[config.mk]
export PLATFORM = sky130hd
export DESIGN_NAME = bfmd_outq_flat
export DESIGN_NICKNAME = d
export VERILOG_FILES = /design/src/design/bfmd_pkg.sv /design/src/design/bfmd_mip_if.sv /design/src/design/bfmd_outq.sv /design/src/flat_wrapper.sv
export SDC_FILE = /design/constraint.sdc
export NUM_CORES = 1
export LEC_CHECK = 0
export BUFFER_PORTS_ARGS = -buffer_cell sky130_fd_sc_hd__buf_2
export CORE_MARGIN = 2
export CORE_UTILIZATION = 33
export CTS_BUF_LIST = sky130_fd_sc_hd__clkbuf_16
export DETAILED_ROUTE_END_ITERATION = 8
export SYNTH_ARGS = -nofsm -noshare
export SYNTH_HDL_FRONTEND = slang
export SYNTH_SLANG_ARGS = --single-unit
[constraint.sdc]
create_clock -name i_clk -period 2.8 [get_ports i_clk]
set_input_delay 0.56 -clock i_clk [delete_from_list [all_inputs] [get_ports i_clk]]
set_output_delay 0.56 -clock i_clk [all_outputs]
set_load 0.05 [all_outputs]
[src/design/bfmd_pkg.sv]
// Shared types and constants of the box-filter mip downscaler.
package bfmd_pkg;

    localparam int DEF_MAX_WIDTH = 4096;
    localparam int DEF_MAX_LEVEL = 5;
    localparam int HEIGHT_LIMIT  = 4096;

    localparam int PIX_W  = 32;
    localparam int CH_W   = 8;
    localparam int NUM_CH = PIX_W / CH_W;
    localparam int CFG_W  = 13;
    localparam int CFG_IDX_W = 2;
    localparam int ROW_W  = $clog2(HEIGHT_LIMIT);
    localparam int H_W    = $clog2(HEIGHT_LIMIT + 1);

    // output queue
    localparam int OQ_DEPTH = 4;
    localparam int OQ_AW    = $clog2(OQ_DEPTH);
    localparam int OQ_CW    = $clog2(OQ_DEPTH + 1);

    typedef enum logic [CFG_IDX_W-1:0] {
        REG_SRC_WIDTH  = 2'd0,
        REG_SRC_HEIGHT = 2'd1,
        REG_MIP_LEVEL  = 2'd2
    } t_cfg_reg;

    // per-pixel block decode from the scan stage
    typedef struct packed {
        logic active;   // pixel lies inside a whole block
        logic first;    // top-left of its block
        logic last;     // bottom-right of its block
        logic eor;
        logic eoi;
    } t_blk_flags;

    typedef struct packed {
        logic [PIX_W-1:0] mip_pixel;
        logic             end_of_row;
        logic             end_of_image;
    } t_mip_beat;

endpackage

[src/design/bfmd_mip_if.sv]
// Averaged pixel channel.
interface bfmd_mip_if import bfmd_pkg::*; ();
    logic             valid;
    logic             ready;
    logic [PIX_W-1:0] mip_pixel;
    logic             end_of_row;
    logic             end_of_image;

    modport source (output valid, output mip_pixel, output end_of_row, output end_of_image,
                    input ready);
    modport sink   (input valid, input mip_pixel, input end_of_row, input end_of_image,
                    output ready);
endinterface

[src/design/bfmd_outq.sv]
// Small output queue that decouples the result stage from the receiver.
module bfmd_outq import bfmd_pkg::*; (
    input  logic               i_clk,
    input  logic               i_rst_n,
    input  logic               i_push,
    input  t_mip_beat          i_beat,
    output logic [OQ_CW-1:0]   o_count,
    bfmd_mip_if.source         o_mip
);
    t_mip_beat        r_q [OQ_DEPTH];
    logic [OQ_AW-1:0] r_wp, r_rp;
    logic [OQ_CW-1:0] r_cnt;
    logic             pop;

    assign pop                = o_mip.valid && o_mip.ready;
    assign o_mip.valid        = (r_cnt != '0);
    assign o_mip.mip_pixel    = r_q[r_rp].mip_pixel;
    assign o_mip.end_of_row   = r_q[r_rp].end_of_row;
    assign o_mip.end_of_image = r_q[r_rp].end_of_image;
    assign o_count            = r_cnt;

    always_ff @(posedge i_clk) begin
        if (!i_rst_n) begin
            r_wp  <= '0;
            r_rp  <= '0;
            r_cnt <= '0;
        end else begin
            if (i_push) begin
                r_wp <= r_wp + OQ_AW'(1);
            end
            if (pop) begin
                r_rp <= r_rp + OQ_AW'(1);
            end
            r_cnt <= r_cnt + OQ_CW'(i_push) - OQ_CW'(pop);
        end
    end

    always_ff @(posedge i_clk) begin
        if (i_push) begin
            r_q[r_wp] <= i_beat;
        end
    end
endmodule

[src/flat_wrapper.sv]
// flat-port wrapper written by rule: the top's interface ports become plain ports
module bfmd_outq_flat import bfmd_pkg::*;
  (i_clk, i_rst_n, i_push, i_beat, o_count, o_mip_valid, o_mip_mip_pixel, o_mip_end_of_row, o_mip_end_of_image, o_mip_ready);
  bfmd_mip_if o_mip_i ();
  input  logic i_clk;
  input  logic i_rst_n;
  input  logic i_push;
  input  t_mip_beat i_beat;
  output logic [OQ_CW-1:0] o_count;
  output wire logic [$bits(o_mip_i.valid)-1:0] o_mip_valid;
  output wire logic [$bits(o_mip_i.mip_pixel)-1:0] o_mip_mip_pixel;
  output wire logic [$bits(o_mip_i.end_of_row)-1:0] o_mip_end_of_row;
  output wire logic [$bits(o_mip_i.end_of_image)-1:0] o_mip_end_of_image;
  input wire logic [$bits(o_mip_i.ready)-1:0] o_mip_ready;
  assign o_mip_valid = o_mip_i.valid;
  assign o_mip_mip_pixel = o_mip_i.mip_pixel;
  assign o_mip_end_of_row = o_mip_i.end_of_row;
  assign o_mip_end_of_image = o_mip_i.end_of_image;
  assign o_mip_i.ready = o_mip_ready;
  bfmd_outq u_core (.i_clk(i_clk), .i_rst_n(i_rst_n), .i_push(i_push), .i_beat(i_beat), .o_count(o_count), .o_mip(o_mip_i));
endmodule
## After elaboration in Yosys (flattened, before gate mapping)

Memories as Yosys holds them, arrays and structs flattened. A register that Yosys moved wholly into a read port is not among the register bits.
Index checks and enable logic that the tools add are counted.

| operators by class | value |
|---|---|
| add/sub/neg operators | 4 |
| mux-type cells | 4 |
| reduce and logical (&&, ||, !) cells | 2 |

Operators by type and width:

| cell | count |
|---|---|
| 2-bit by 1-bit adder with 2-bit output (second input constant) | 2 |
| 2-bit 2-to-1 mux | 2 |
| 3-bit by 1-bit adder with 3-bit output | 1 |
| 3-bit nonzero test | 1 |
| 3-bit by 1-bit subtractor with 3-bit output | 1 |
| 1-bit 2-to-1 mux | 2 |
| 1-bit logical AND | 1 |

| word-level totals | value |
|---|---|
| flip-flop bits (word level) | 7 |
| memory bits (writable) | 136 |
| bits of input ports | 38 |
| output and inout port bits | 38 |
| logic and storage cells | 14 |
| memories kept | 1 |

Memory list:

| name | depth | bits a word | rd ports | clocked after memory_dff | write ports | line | source |
|---|---|---|---|---|---|---|---|
| u_core.r_q | 4 | 34 | 1 | 1 | 1 | bfmd_outq.sv:10 | `t_mip_beat r_q [OQ_DEPTH];` |

## Logic depth before layout (Yosys ltp)

| logic depth | value |
|---|---|
| depth after elaboration | 4 |
| depth in mapped cells | 7 |
| gate-level depth less buffers | 7 |

## Worst setup path after synthesis

OpenSTA, ideal clock, no wires.

| path | value |
|---|---|
| path type | reg-to-reg |
| start | register u_core.r_cnt[1], in the netlist u_core.o_count[1] |
| end | register u_core.r_cnt[2], in the netlist u_core.o_count[2] |
| setup time | 0.115 ns |
| arrival | 2.058 ns |
| required time | 2.685 ns |
| slack | 0.627 ns |
| cell stages (with the launch flop) | 8 |
| buffers on the path | 0 |
| clock period less this slack | 2.173 ns |
| path through | dfxtp_1 -> o31a_1 -> ha_1 -> inv_1 -> ha_1 -> fa_1 -> xnor3_1 -> and2_1 |

| on the way | value |
|---|---|
| longest elaborated chain between the ends | 3 |
| elaborated cells between the ends (all ways) | 4 |
| those cells by class | add/sub: 2; reduce/logical: 2 |

RTL lines:

| item | line | source |
|---|---|---|
| start: declaration | bfmd_outq.sv:12 | `logic [OQ_CW-1:0] r_cnt;` |
| start signal: assignment | bfmd_outq.sv:34 | `r_cnt <= r_cnt + OQ_CW'(i_push) - OQ_CW'(pop);` |
| 3-bit nonzero test | bfmd_outq.sv:16 | `assign o_mip.valid = (r_cnt != '0);` |
| 1-bit logical AND | bfmd_outq.sv:15 | `assign pop = o_mip.valid && o_mip.ready;` |
| via u_core.pop | bfmd_outq.sv:13 | `logic pop;` |
| 3-bit by 1-bit subtractor with 3-bit output | bfmd_outq.sv:34 |  |

The timed path passes the listed nets, and every way through them passes these cells.
A chain may end at the register's enable or synchronous reset.

==> impl_metrics.py <==
metrics = {
    "synth": {
        "yosys.area.top_type": "edfxtp_1",
        "synth_top_cell_area_share": 0.753,
        "yosysUniqueCellTypes": 21,
        "syn_nets": 267,
        "yosysWarnings": 0,
        "syn-cell-area_um2": 5420,
        "synth.area.top_cells": "edfxtp_1 75%, mux4_2 12%, dfxtp_1 3.3%, mux4_1 1.9%, ha_1 1.4%",
        "synth_cells": 222,
        "synth_area_per_cell_um2": 24.4,
        "synth_sequential_area_ratio": 0.786,
        "ys_ff_latch": 145,
    },
    "detailed_routing": {
        "drtPass1Iterations": 4,
        "ant_nets": 0,
        "drc": 0,
        "avgRoutedWirePerCell_um": 17.8,
        "vias": 2451,
        "wl_um": 9700,
        "via_per_inst": 4.51,
        "initialDrtViolationCount": 152,
    },
    "sta": {
        "setup-violations-final": 0,
        "slew_viol_final": 0,
        "tns_ns": 0,
        "max_slew_margin": 0.638,
        "fin_skew_ns": 0.00798,
        "fmax_mhz": 403,
        "rsz0062_at_grt": "false",
        "fin_crit_sh": 0.887,
        "hold_violations": 0,
        "fin_ws_ns": 0.318,
        "tightest_slew_ns": 0.543,
        "period_minus_slack_ns": 2.48,
    },
    "clock_tree": {
        "post_cts_buffers": 0,
        "cts_hold_buf": 0,
        "htree_levels": 4,
        "root_buffer": "clkbuf_16",
        "cts_buffers": 17,
        "cts_tree": "yes",
        "cts_num_sinks": 145,
        "cts_resized": 0,
        "worstSkewPairLatency_ns": 0.41,
        "clk_pin_slew_ns": 0.05,
        "clk_path_buf_depth": 2,
    },
    "grt": {
        "grtUsageTotal": 0.119,
        "grt_pass1_vias": 2701,
        "use_met3": 0.0431,
        "met1_usage": 0.139,
        "grt_max_degree": 35,
        "grt.met2_usage": 0.196,
        "antenna_found_initial": 1,
        "grt_first_pass_wirelength_um": 15100,
        "top_usage_layer": "met2",
        "grt_overflow_total": 0,
    },
    "die": {
        "fp.dieArea_um2": 17500,
        "io_pins": 76,
        "rows": 46,
        "core_area_um2": 16000,
        "start_util": 0.339,
        "die_w_um": 132,
        "die_h_um": 132,
    },
    "finish": {
        "final_cell_mix": "136 x edfxtp_1, 75 x buf_2, 30 x mux4_2, 17 x clkbuf_16, 12 x inv_1",
        "fin_area_um2": 6630,
        "area_growth_pct": 22.2,
        "nNetsFinal": 359,
        "final_common_cell": "edfxtp_1",
        "drive_gt1_frac": 0.428,
        "fin_cells": 544,
    },
    "setup_path": {
        "worstPathCellList": "buf_12 > mux4_1 > buf_2",
        "crit_required_ns": 2.24,
        "critical_path_class": "register to primary output",
        "cp_max_fo": 34,
        "cp-start-kind": "register",
        "max_stage_delay_ns": 0.64,
        "path_buf_inv": 2,
        "r2r_cells": 7,
        "r2r_end": "u_core.o_count[2]",
        "ff2ff_setup_slack_ns": 0.78,
        "arrival_ns": 1.92,
        "crit_slowest_cell": "mux4_1",
        "rr_startpoint": "u_core.o_count[1]",
        "critical_path.top_delay_family": "multiplexers",
        "worstSetupEndpointType": "primary output",
    },
    "power": {
        "power_mw": 6.11,
        "pwr_density_cell_nw_per_um2": 921,
        "ir_drop_v": 0.000405,
        "power.leakage_nw": 2.29,
    },
    "worst_hold_path": {
        "holdPathStages": 1,
        "hold_start": "i_beat[33]",
        "min_path_type": "input pin to register",
        "hold_end": "u_core.r_q[2][33]",
    },
    "run_status": {
        "status": "completed",
    },
    "flow_run": {
        "cap_violations": 0,
    },
    "placement": {
        "dpl_cell_area_um2": 6110,
        "io_buffers": 75,
        "place_ws_ns": 0.669,
        "gp_congestion": 0.654,
        "post-place-cells": 511,
    },
}
[report_power, final]
part | switching [mW] | internal [mW]
logic | 1.04 | 0.522
registers | 0.0650 | 2.51
clock network | 0.783 | 1.18
[worst max-delay path by stage]
stage | start | endpoint | slack, ns | depth (start not counted)
2_1_floorplan | u_core.o_count[1] | u_core.o_count[2] | 0.63 | 7
6_report | register | o_mip_mip_pixel[0] | 0.32 | 3
3_5_place_dp | o_mip_ready | u_core.o_count[2] | 0.67 | 8
5_1_grt | register | o_mip_mip_pixel[0] | 0.23 | 3
4_1_cts | register | o_mip_mip_pixel[0] | 0.25 | 3
3_3_place_gp | o_mip_ready | u_core.o_count[2] | 0.70 | 8
[cell families (layout without fill, tap and decap cells)]
kind of cell               after synthesis  in the layout  synth area share
other                                    0              1                 0
buffers and inverters                   14            119            0.0208
and+or+nand+nor                         14             14            0.0152
DFF                                    145            145             0.786
adders and majority gates                7              7            0.0175
muxes                                   38             38             0.151
xor gates and xnor gates                 2              2           0.00577
AOI/OAI and AO/OA                        2              2           0.00323
[state kept, by name, summed over array words and instances, names as in the netlist, named ones only]
name and flops:
u_core.r_q 136, u_core.o_count 3, u_core.r_rp 2, u_core.r_wp 2
[synth_stat cells]
cell        n
edfxtp_1  136
mux4_2     30
dfxtp_1     9
and2_1      8
ha_1        6
inv_1       6
mux2i_1     4
mux4_1      4
buf_12      3
buf_2       3
nand2_1     2
nand2b_1    2
buf_6       1
clkbuf_1    1
fa_1        1
nor2b_1     1
o311ai_0    1
o31a_1      1
or3_1       1
xnor3_1     1
xor2_1      1
[metrics by stage]
step / utilization / hold slack, ns
final: 0.414 / 0.361
after CTS: 0.414 / 0.340
after floorplan: - / 0.449
after global placement: 0.382 / 0.459
after detailed placement: 0.382 / 0.469
after global routing: 0.414 / 0.342
[metal layers]
layer,share of wire,vias up
met5,0,-
met4,0.014,0
met3,0.050,12
met2,0.51,59
met1,0.42,1261
li1,-,1119
[worst register-to-register path, stage by stage (launching register included)]
cell	delay, ns
dfxtp_1	0.35
o31a_1	0.37
ha_1	0.29
inv_1	0.04
ha_1	0.18
fa_1	0.36
xnor3_1	0.17
and2_1	0.16
[cell type report]
type                    count  area [um2]
clock buffers              17         425
diodes                      1        2.50
multi-input cells          63        1050
repair buffers             81         495
clock inverters            15        93.8
flip-flops and latches    145        4270
inverters                   6        22.5
well taps                 216         270
fillers                  1486        9370
Power figures use the tool's default switching activity.
