<file path="src/design/bfmd_pkg.sv">
// Shared types and constants of the box-filter mip downscaler.
package bfmd_pkg;

    localparam int DEF_MAX_WIDTH = 4096;
    localparam int DEF_MAX_LEVEL = 5;
    localparam int HEIGHT_LIMIT  = 4096;

    localparam int PIX_W  = 32;
    localparam int CH_W   = 8;
    localparam int NUM_CH = PIX_W / CH_W;
    localparam int CFG_W  = 13;
    localparam int CFG_IDX_W = 2;
    localparam int ROW_W  = $clog2(HEIGHT_LIMIT);
    localparam int H_W    = $clog2(HEIGHT_LIMIT + 1);

    // output queue
    localparam int OQ_DEPTH = 4;
    localparam int OQ_AW    = $clog2(OQ_DEPTH);
    localparam int OQ_CW    = $clog2(OQ_DEPTH + 1);

    typedef enum logic [CFG_IDX_W-1:0] {
        REG_SRC_WIDTH  = 2'd0,
        REG_SRC_HEIGHT = 2'd1,
        REG_MIP_LEVEL  = 2'd2
    } t_cfg_reg;

    // per-pixel block decode from the scan stage
    typedef struct packed {
        logic active;   // pixel lies inside a whole block
        logic first;    // top-left of its block
        logic last;     // bottom-right of its block
        logic eor;
        logic eoi;
    } t_blk_flags;

    typedef struct packed {
        logic [PIX_W-1:0] mip_pixel;
        logic             end_of_row;
        logic             end_of_image;
    } t_mip_beat;

endpackage

</file>
<file path="src/design/bfmd_scan.sv">
// Config registers, raster position counters and block decode of the incoming pixel.
module bfmd_scan import bfmd_pkg::*; #(
    parameter int MAX_WIDTH = DEF_MAX_WIDTH,
    parameter int MAX_LEVEL = DEF_MAX_LEVEL
) (
    input  logic                             i_clk,
    input  logic                             i_rst_n,
    input  logic                             i_cfg_we,
    input  logic [CFG_IDX_W-1:0]             i_cfg_index,
    input  logic [CFG_W-1:0]                 i_cfg_data,
    input  logic                             i_accept,
    output t_blk_flags                       o_flags,
    output logic [$clog2(MAX_WIDTH)-1:0]     o_addr,
    output logic [$clog2(MAX_LEVEL+1)-1:0]   o_lvl
);
    localparam int COL_W = $clog2(MAX_WIDTH);
    localparam int EW    = $clog2(MAX_WIDTH + 1);
    localparam int LV_W  = $clog2(MAX_LEVEL + 1);

    logic [CFG_W-1:0] r_src_w, r_src_h;
    logic [2:0]       r_lvl;
    logic [COL_W-1:0] r_col, n_col;
    logic [ROW_W-1:0] r_row, n_row;

    logic [31:0]      w32, h32;
    logic [EW-1:0]    eff_w, wmask, out_w;
    logic [H_W-1:0]   eff_h, hmask, out_h;
    logic [LV_W-1:0]  lv;
    logic [COL_W-1:0] cmask, xx, ox;
    logic [ROW_W-1:0] rmask, yy, oy;

    always_comb begin
        if (r_src_w == '0) begin
            w32 = 32'd1;
        end else if (32'(r_src_w) > 32'(MAX_WIDTH)) begin
            w32 = 32'(MAX_WIDTH);
        end else begin
            w32 = 32'(r_src_w);
        end
        if (r_src_h == '0) begin
            h32 = 32'd1;
        end else if (32'(r_src_h) > 32'(HEIGHT_LIMIT)) begin
            h32 = 32'(HEIGHT_LIMIT);
        end else begin
            h32 = 32'(r_src_h);
        end
        eff_w = w32[EW-1:0];
        eff_h = h32[H_W-1:0];
        if (32'(r_lvl) > 32'(MAX_LEVEL)) begin
            lv = LV_W'(MAX_LEVEL);
        end else begin
            lv = r_lvl[LV_W-1:0];
        end

        cmask = ~({COL_W{1'b1}} << lv);
        rmask = ~({ROW_W{1'b1}} << lv);
        wmask = ~({EW{1'b1}} << lv);
        hmask = ~({H_W{1'b1}} << lv);
        xx    = r_col & cmask;
        yy    = r_row & rmask;
        ox    = r_col >> lv;
        oy    = r_row >> lv;
        out_w = eff_w >> lv;
        out_h = eff_h >> lv;

        o_flags.active = (EW'(r_col) < (eff_w & ~wmask)) && (H_W'(r_row) < (eff_h & ~hmask));
        o_flags.first  = (xx == '0) && (yy == '0);
        o_flags.last   = (xx == cmask) && (yy == rmask);
        o_flags.eor    = (EW'(ox) == out_w - EW'(1));
        o_flags.eoi    = o_flags.eor && (H_W'(oy) == out_h - H_W'(1));
        o_addr         = ox;
        o_lvl          = lv;
    end

    always_comb begin
        n_col = r_col;
        n_row = r_row;
        if (i_cfg_we) begin
            n_col = '0;
            n_row = '0;
        end else if (i_accept) begin
            if (EW'(r_col) + EW'(1) >= eff_w) begin
                n_col = '0;
                if (H_W'(r_row) + H_W'(1) >= eff_h) begin
                    n_row = '0;
                end else begin
                    n_row = r_row + ROW_W'(1);
                end
            end else begin
                n_col = r_col + COL_W'(1);
            end
        end
    end

    always_ff @(posedge i_clk) begin
        if (!i_rst_n) begin
            r_src_w <= CFG_W'(4096);
            r_src_h <= CFG_W'(4096);
            r_lvl   <= '0;
            r_col   <= '0;
            r_row   <= '0;
        end else begin
            r_col <= n_col;
            r_row <= n_row;
            if (i_cfg_we) begin
                case (i_cfg_index)
                    REG_SRC_WIDTH:  r_src_w <= i_cfg_data;
                    REG_SRC_HEIGHT: r_src_h <= i_cfg_data;
                    REG_MIP_LEVEL:  r_lvl   <= i_cfg_data[2:0];
                    default: ;
                endcase
            end
        end
    end
endmodule

</file>
<file path="config.mk">
export PLATFORM = sky130hd
export DESIGN_NAME = bfmd_scan
export DESIGN_NICKNAME = d
export VERILOG_FILES = /design/src/design/bfmd_pkg.sv /design/src/design/bfmd_scan.sv
export SDC_FILE = /design/constraint.sdc
export NUM_CORES = 1
export LEC_CHECK = 0
export ABC_AREA = 1
export BUFFER_PORTS_ARGS = -buffer_cell sky130_fd_sc_hd__buf_2
export CAP_MARGIN = 20
export CORE_MARGIN = 10
export CORE_UTILIZATION = 40
export DETAILED_ROUTE_END_ITERATION = 8
export PLACE_DENSITY = 0.62
export RECOVER_POWER = 50
export SYNTH_ARGS = -nofsm -noshare
export SYNTH_HDL_FRONTEND = slang
export SYNTH_SLANG_ARGS = --single-unit
</file>
<file path="constraint.sdc">
create_clock -name i_clk -period 8.7 [get_ports i_clk]
set_input_delay 0.87 -clock i_clk [delete_from_list [all_inputs] [get_ports i_clk]]
set_output_delay 0.87 -clock i_clk [all_outputs]
set_load 0.05 [all_outputs]
</file>
======== Word-level counts from Yosys, hierarchy flattened ========
Index checks and enable logic that the tools add are counted.
storage, ports and cells
  register bits after elaboration ......... 53
  logic and storage cells ................. 59
cells by class
  add/subtract/negate cells ............... 6
  $lt $le $gt $ge ......................... 7
  equality and inequality tests ........... 6
  shift operators ......................... 6
  muxes and demuxes ....................... 7
  bitwise operators ....................... 8
  reductions and logical operators ........ 14
operators with widths
  kind                     count
  $mux W13                 4
  $add A12 B1 Y13 const B  2
  $and A13 B13 Y13         2
  $eq A12 B13 Y1           2
  $ge A13 B13 Y1           2
  $gt A13 B13 Y1 const B   2
  $logic_not A13 Y1        2
  $lt A12 B13 Y1           2
  $not A13 Y13             2
  $shr A13 B3 Y13          2
  $sub A13 B1 Y13 const B  2
  $add A12 B1 Y12 const B  2
  $and A12 B12 Y12         2
  $eq A12 B12 Y1           2
  $logic_not A12 Y1        2
  $mux W12                 2
  $shr A12 B3 Y12          2
  $shl A13 B3 Y13 const A  1
  $not A12 Y12             1
  $shl A12 B3 Y12 const A  1
  $reduce_and A2 Y1        4
  $logic_and A1 B1 Y1      4
  $gt A3 B3 Y1 const B     1
  $mux W3                  1
  other kinds (5)          5

======== Logic depth before layout (Yosys ltp) ========
  depth after elaboration ................. 8
  mapped depth ............................ 24

======== Least setup slack after synthesis ========
No wires, ideal clock.
  path type ............................... reg2out
  start point ............................. register r_lvl[1]
  end point ............................... output port o_flags[2] (netlist name)
  data arrival time ....................... 3.479 ns
  required time ........................... 7.830 ns
  setup slack ............................. 4.351 ns
  cell stages (with the launch flop) ...... 7
  cell sequence ........................... dfxtp_1 buf_4 nor2_1 buf_2 buf_4 a31oi_1 a2111oi_0
RTL lines
  element                 line              source
  from (decl)             bfmd_scan.sv:21   logic [2:0] r_lvl;
  from (signal assigned)  bfmd_scan.sv:109  REG_MIP_LEVEL: r_lvl <= i_cfg_data[2:0];
  to (decl)               bfmd_scan.sv:12   output t_blk_flags o_flags,

==> metrics.cfg <==
[critical_path]
path_depth = 18
crit_slowest_cell = sky130_fd_sc_hd__nor2_1
register_to_register_path_setup_slack_ns = 4.75
critical_path.endpoint_type = output pin
arrival_time_of_the_worst_setup_path_ns = 5.30
worstRegToRegCells = 17
worst_setup_path_start_kind = register
worstReg2RegEnd = r_col[11]
cp_num_buf_inv = 3
setup.worst_path.class = reg -> out
r2r-start = r_col[0]
critical_path.max_fanout = 27
required_ns = 7.83
cp_top_family = simple AND/OR/NAND/NOR gates
critical_path.cell_chain = clkbuf_1 > nor2_1 > inv_2 > nand3_1 > nand3_1 > nand2_2 > ha_1 > nand4_2 > nor2_4 > nand2_1 > nand2_1 > nand2_1 > nor2_1 > nand2_1 > nor2_1 > nand4_1 > nor2_1 > buf_2
cp_slowest_stage_delay_ns = 1.53

[place]
detailedPlacementHpwl_um = 16160
placedInstanceArea_um2 = 6723
placement.io_buffers = 38
setup_ws_pre_cts_ns = 3.909
gp_congestion = 0.9434

[timing]
maxClockFrequency_ghz = 0.1621
unrepaired_setup_endpoints_after_global_routing = no
fin_worst_skew_ns = 0.004857
worst_slew_margin_rel_pct = -16.50
tightest_slew_ns = 1.741
period_needed_ns = 6.168
timing_max_transition_violations_final = 23
tns_ns = 0
hold_vio_cnt_final = 0
finalSetupViolations = 0
post-route-period-util_pct = 70.89
post-route-worst-setup-slack_ns = 2.532

[cts]
cts_resized = 0
tritoncts = built
cts_setup_buffers = 0
cts-htree-levels = 2
clock-sinks = 53
cts_hold_buffers = 0
clk_root_buffer_cell = sky130_fd_sc_hd__clkbuf_16
tritoncts.num_buffers = 5
ctsLongestPathBuffers = 2
worst_setup_hold_path_clk_slew_ns = 0.08
insertion_delay_ns = 0.31

[layout]
area.growth.synth_to_final_pct = 6.443
multi_input_area_um2 = 4708
num_antenna_cells = 0
layout_commonest_cell = sky130_fd_sc_hd__nand2_1
final-seq-area_um2 = 1061
non_filler_cell_area_final_um2 = 6883
num-fill-cells = 1791
fin_nets = 1161
mostFrequentLayoutCells = sky130_fd_sc_hd__nand2_1, sky130_fd_sc_hd__nor2_1, sky130_fd_sc_hd__inv_1
proportion_of_layout_cells_with_a_drive_suffix_above_1_pct = 11.00

[outcome]
violations = max-capacitance violations, max-slew violations
status = finished, violations left

[global_routing]
gr-usage-all-layers_pct = 18.57
first_global_vias = 6392
grt_antenna_before_repair = 0
globalRouteOverflowTotal = 0
grt_pass1_wl_um = 33550
grt_start_max_net_pins = 61

[detailed_routing]
drt-vias-per-instance = 5.317
routed-wl-met2_um = 9231
detail_route.wl_per_cell_um = 15.63
met3_wirelength_um = 1230
dr_total_vias = 6949
maxUsedRoutingLayer = met4
drt_wl_total_um = 20420
remaining_drc_errors = 0
ant_nets = 0
drt-initial-drc-count = 547
detailedRoute.firstPassIterationCount = 5
m1WireLength_um = 9587

[floorplanning]
dieArea_um2 = 21650
core-area_um2 = 15890
ioPinCount = 39
chipHeight_um = 147.1
die_x_um = 147.1
initial_cell_density_of_the_core_pct = 40.71
placementRows = 46

[yosys]
synth_async_sr_flop_share_pct = 0
synthDistinctLibCells = 48
synthCells = 1082
post_synthesis_instance_area_um2 = 6466
synth_edf_count = 0
syn-num-nets = 1153
synth.ff_latch_count = 53
syn_avg_cell_area_um2 = 5.976
ys.flop_type = sky130_fd_sc_hd__dfxtp_1
synthesis.yosys.warnings = 0
ys_seq_area_share_pct = 16.41

[power_and_ir_drop]
static-leakage-power_nw = 3.485
irDropWorstVdd_uv = 112.7
pwr_density_cell_nw_per_um2 = 123.3

[worst_hold_path]
worstHoldEndpoint = r_src_h[0]
worst_hold_startpoint = r_src_h[0]
hold_path_depth = 2
hold_path.class = reg -> reg

[flow_run]
maxCapViolCount = 1

[power breakdown]
| part | total (mW) | internal [mW] | leakage (nW) | switching, mW |
|---|---|---|---|---|
| Clock | 0.248 | 0.139 | 0.0859 | 0.109 |
| Combinational | 0.336 | 0.106 | 2.97 | 0.230 |
| Sequential | 0.265 | 0.251 | 0.431 | 0.0142 |
| Total | 0.849 | 0.495 | 3.49 | 0.353 |
[worst reg2reg max path: stages (launching register included)]
cell and delay, ns:
sky130_fd_sc_hd__dfxtp_1 0.56, sky130_fd_sc_hd__ha_1 0.25, sky130_fd_sc_hd__nand3_1 0.10, sky130_fd_sc_hd__nor2_1 0.20, sky130_fd_sc_hd__nand4_1 0.13, sky130_fd_sc_hd__nor2_1 0.15, sky130_fd_sc_hd__inv_1 0.07, sky130_fd_sc_hd__o21ai_0 0.14
sky130_fd_sc_hd__nand2_1 0.06, sky130_fd_sc_hd__inv_1 0.08, sky130_fd_sc_hd__ha_1 0.26, sky130_fd_sc_hd__a21oi_1 0.16, sky130_fd_sc_hd__o21ai_0 0.10, sky130_fd_sc_hd__a21oi_1 0.14, sky130_fd_sc_hd__nand3_1 0.13, sky130_fd_sc_hd__nand2_1 0.62
sky130_fd_sc_hd__inv_1 0.35, sky130_fd_sc_hd__a2111oi_0 0.33
[how the worst max path moves through the flow]
stage	start	end	slack, ns
after global placement	r_lvl[1]	o_flags[0]	4.01
after detailed placement	r_lvl[1]	o_flags[0]	3.91
final	r_lvl[2]	o_flags[0]	2.53
after floorplan	r_lvl[1]	o_flags[2]	4.35
after global routing	r_lvl[2]	o_flags[0]	2.06
after CTS	r_lvl[1]	o_flags[0]	3.55
[kinds of logic after synthesis]
| kind of cell | after synthesis | share of synthesized area, % |
|---|---|---|
| flip-flops | 53 | 16.41 |
| AND/OR/NAND/NOR | 593 | 41.68 |
| XOR/XNOR | 26 | 3.522 |
| buffers and inverters | 163 | 10.78 |
| AO/OA/AOI/OAI | 195 | 17.55 |
| adder cells (fa/ha/maj) | 52 | 10.06 |
[per-layer routing]
layer	track usage [%]	up-vias
li1	-	3577
met1	25.01	3126
met2	29.82	220
met3	3.440	26
met4	4.460	0
met5	0	-
[synthesized netlist by cell type, types with 6 or more instances]
master	instances	share of area, %
sky130_fd_sc_hd__nand4_1	16	1.5
sky130_fd_sc_hd__nand2_2	17	1.6
sky130_fd_sc_hd__nand3b_1	7	0.81
sky130_fd_sc_hd__nand3_2	11	1.7
sky130_fd_sc_hd__nor2_1	128	7.4
sky130_fd_sc_hd__inv_2	14	0.81
sky130_fd_sc_hd__o21ai_1	13	1.0
sky130_fd_sc_hd__nand3_1	74	5.7
sky130_fd_sc_hd__nor2_2	7	0.68
sky130_fd_sc_hd__nor3_1	11	0.85
sky130_fd_sc_hd__buf_2	12	0.93
sky130_fd_sc_hd__o22ai_1	14	1.4
sky130_fd_sc_hd__dfxtp_1	53	16
sky130_fd_sc_hd__clkbuf_1	16	0.93
sky130_fd_sc_hd__o21ai_0	63	4.9
sky130_fd_sc_hd__a211oi_1	13	1.5
sky130_fd_sc_hd__ha_1	52	10
sky130_fd_sc_hd__nor2_4	7	1.2
sky130_fd_sc_hd__xnor2_1	6	0.81
sky130_fd_sc_hd__a21oi_1	63	4.9
sky130_fd_sc_hd__xor2_1	20	2.7
sky130_fd_sc_hd__inv_1	103	6.0
sky130_fd_sc_hd__nand2_1	296	17
[final cells by class]
class,instances,share of cell area [%]
Multi-Input combinational cell,866,68.41
Sequential cell,53,15.42
Inverter,122,6.690
Tap cell,216,3.927
Timing Repair Buffer,42,3.018
Clock buffer,5,1.818
Clock inverter,3,0.7271
[sequential cells by signal (all words and copies together), names as in the netlist]
register / cells
r_src_h: 13
r_src_w: 13
r_col: 12
r_row: 12
r_lvl: 3
[metrics by stage]
step | cells | util [%] | power [mW] | hold slack [ns]
after floorplan | 1082 | - | 0.5376 | 0.4445
after global placement | 1299 | 42.32 | 0.6015 | 0.4634
after detailed placement | 1299 | 42.32 | 0.6025 | 0.4675
after CTS | 1307 | 43.42 | 0.8514 | 0.4793
after global routing | 1307 | 43.33 | 0.9062 | 0.5299
final | 1307 | 43.33 | 0.8486 | 0.4822
Power figures use the tool's default switching activity.
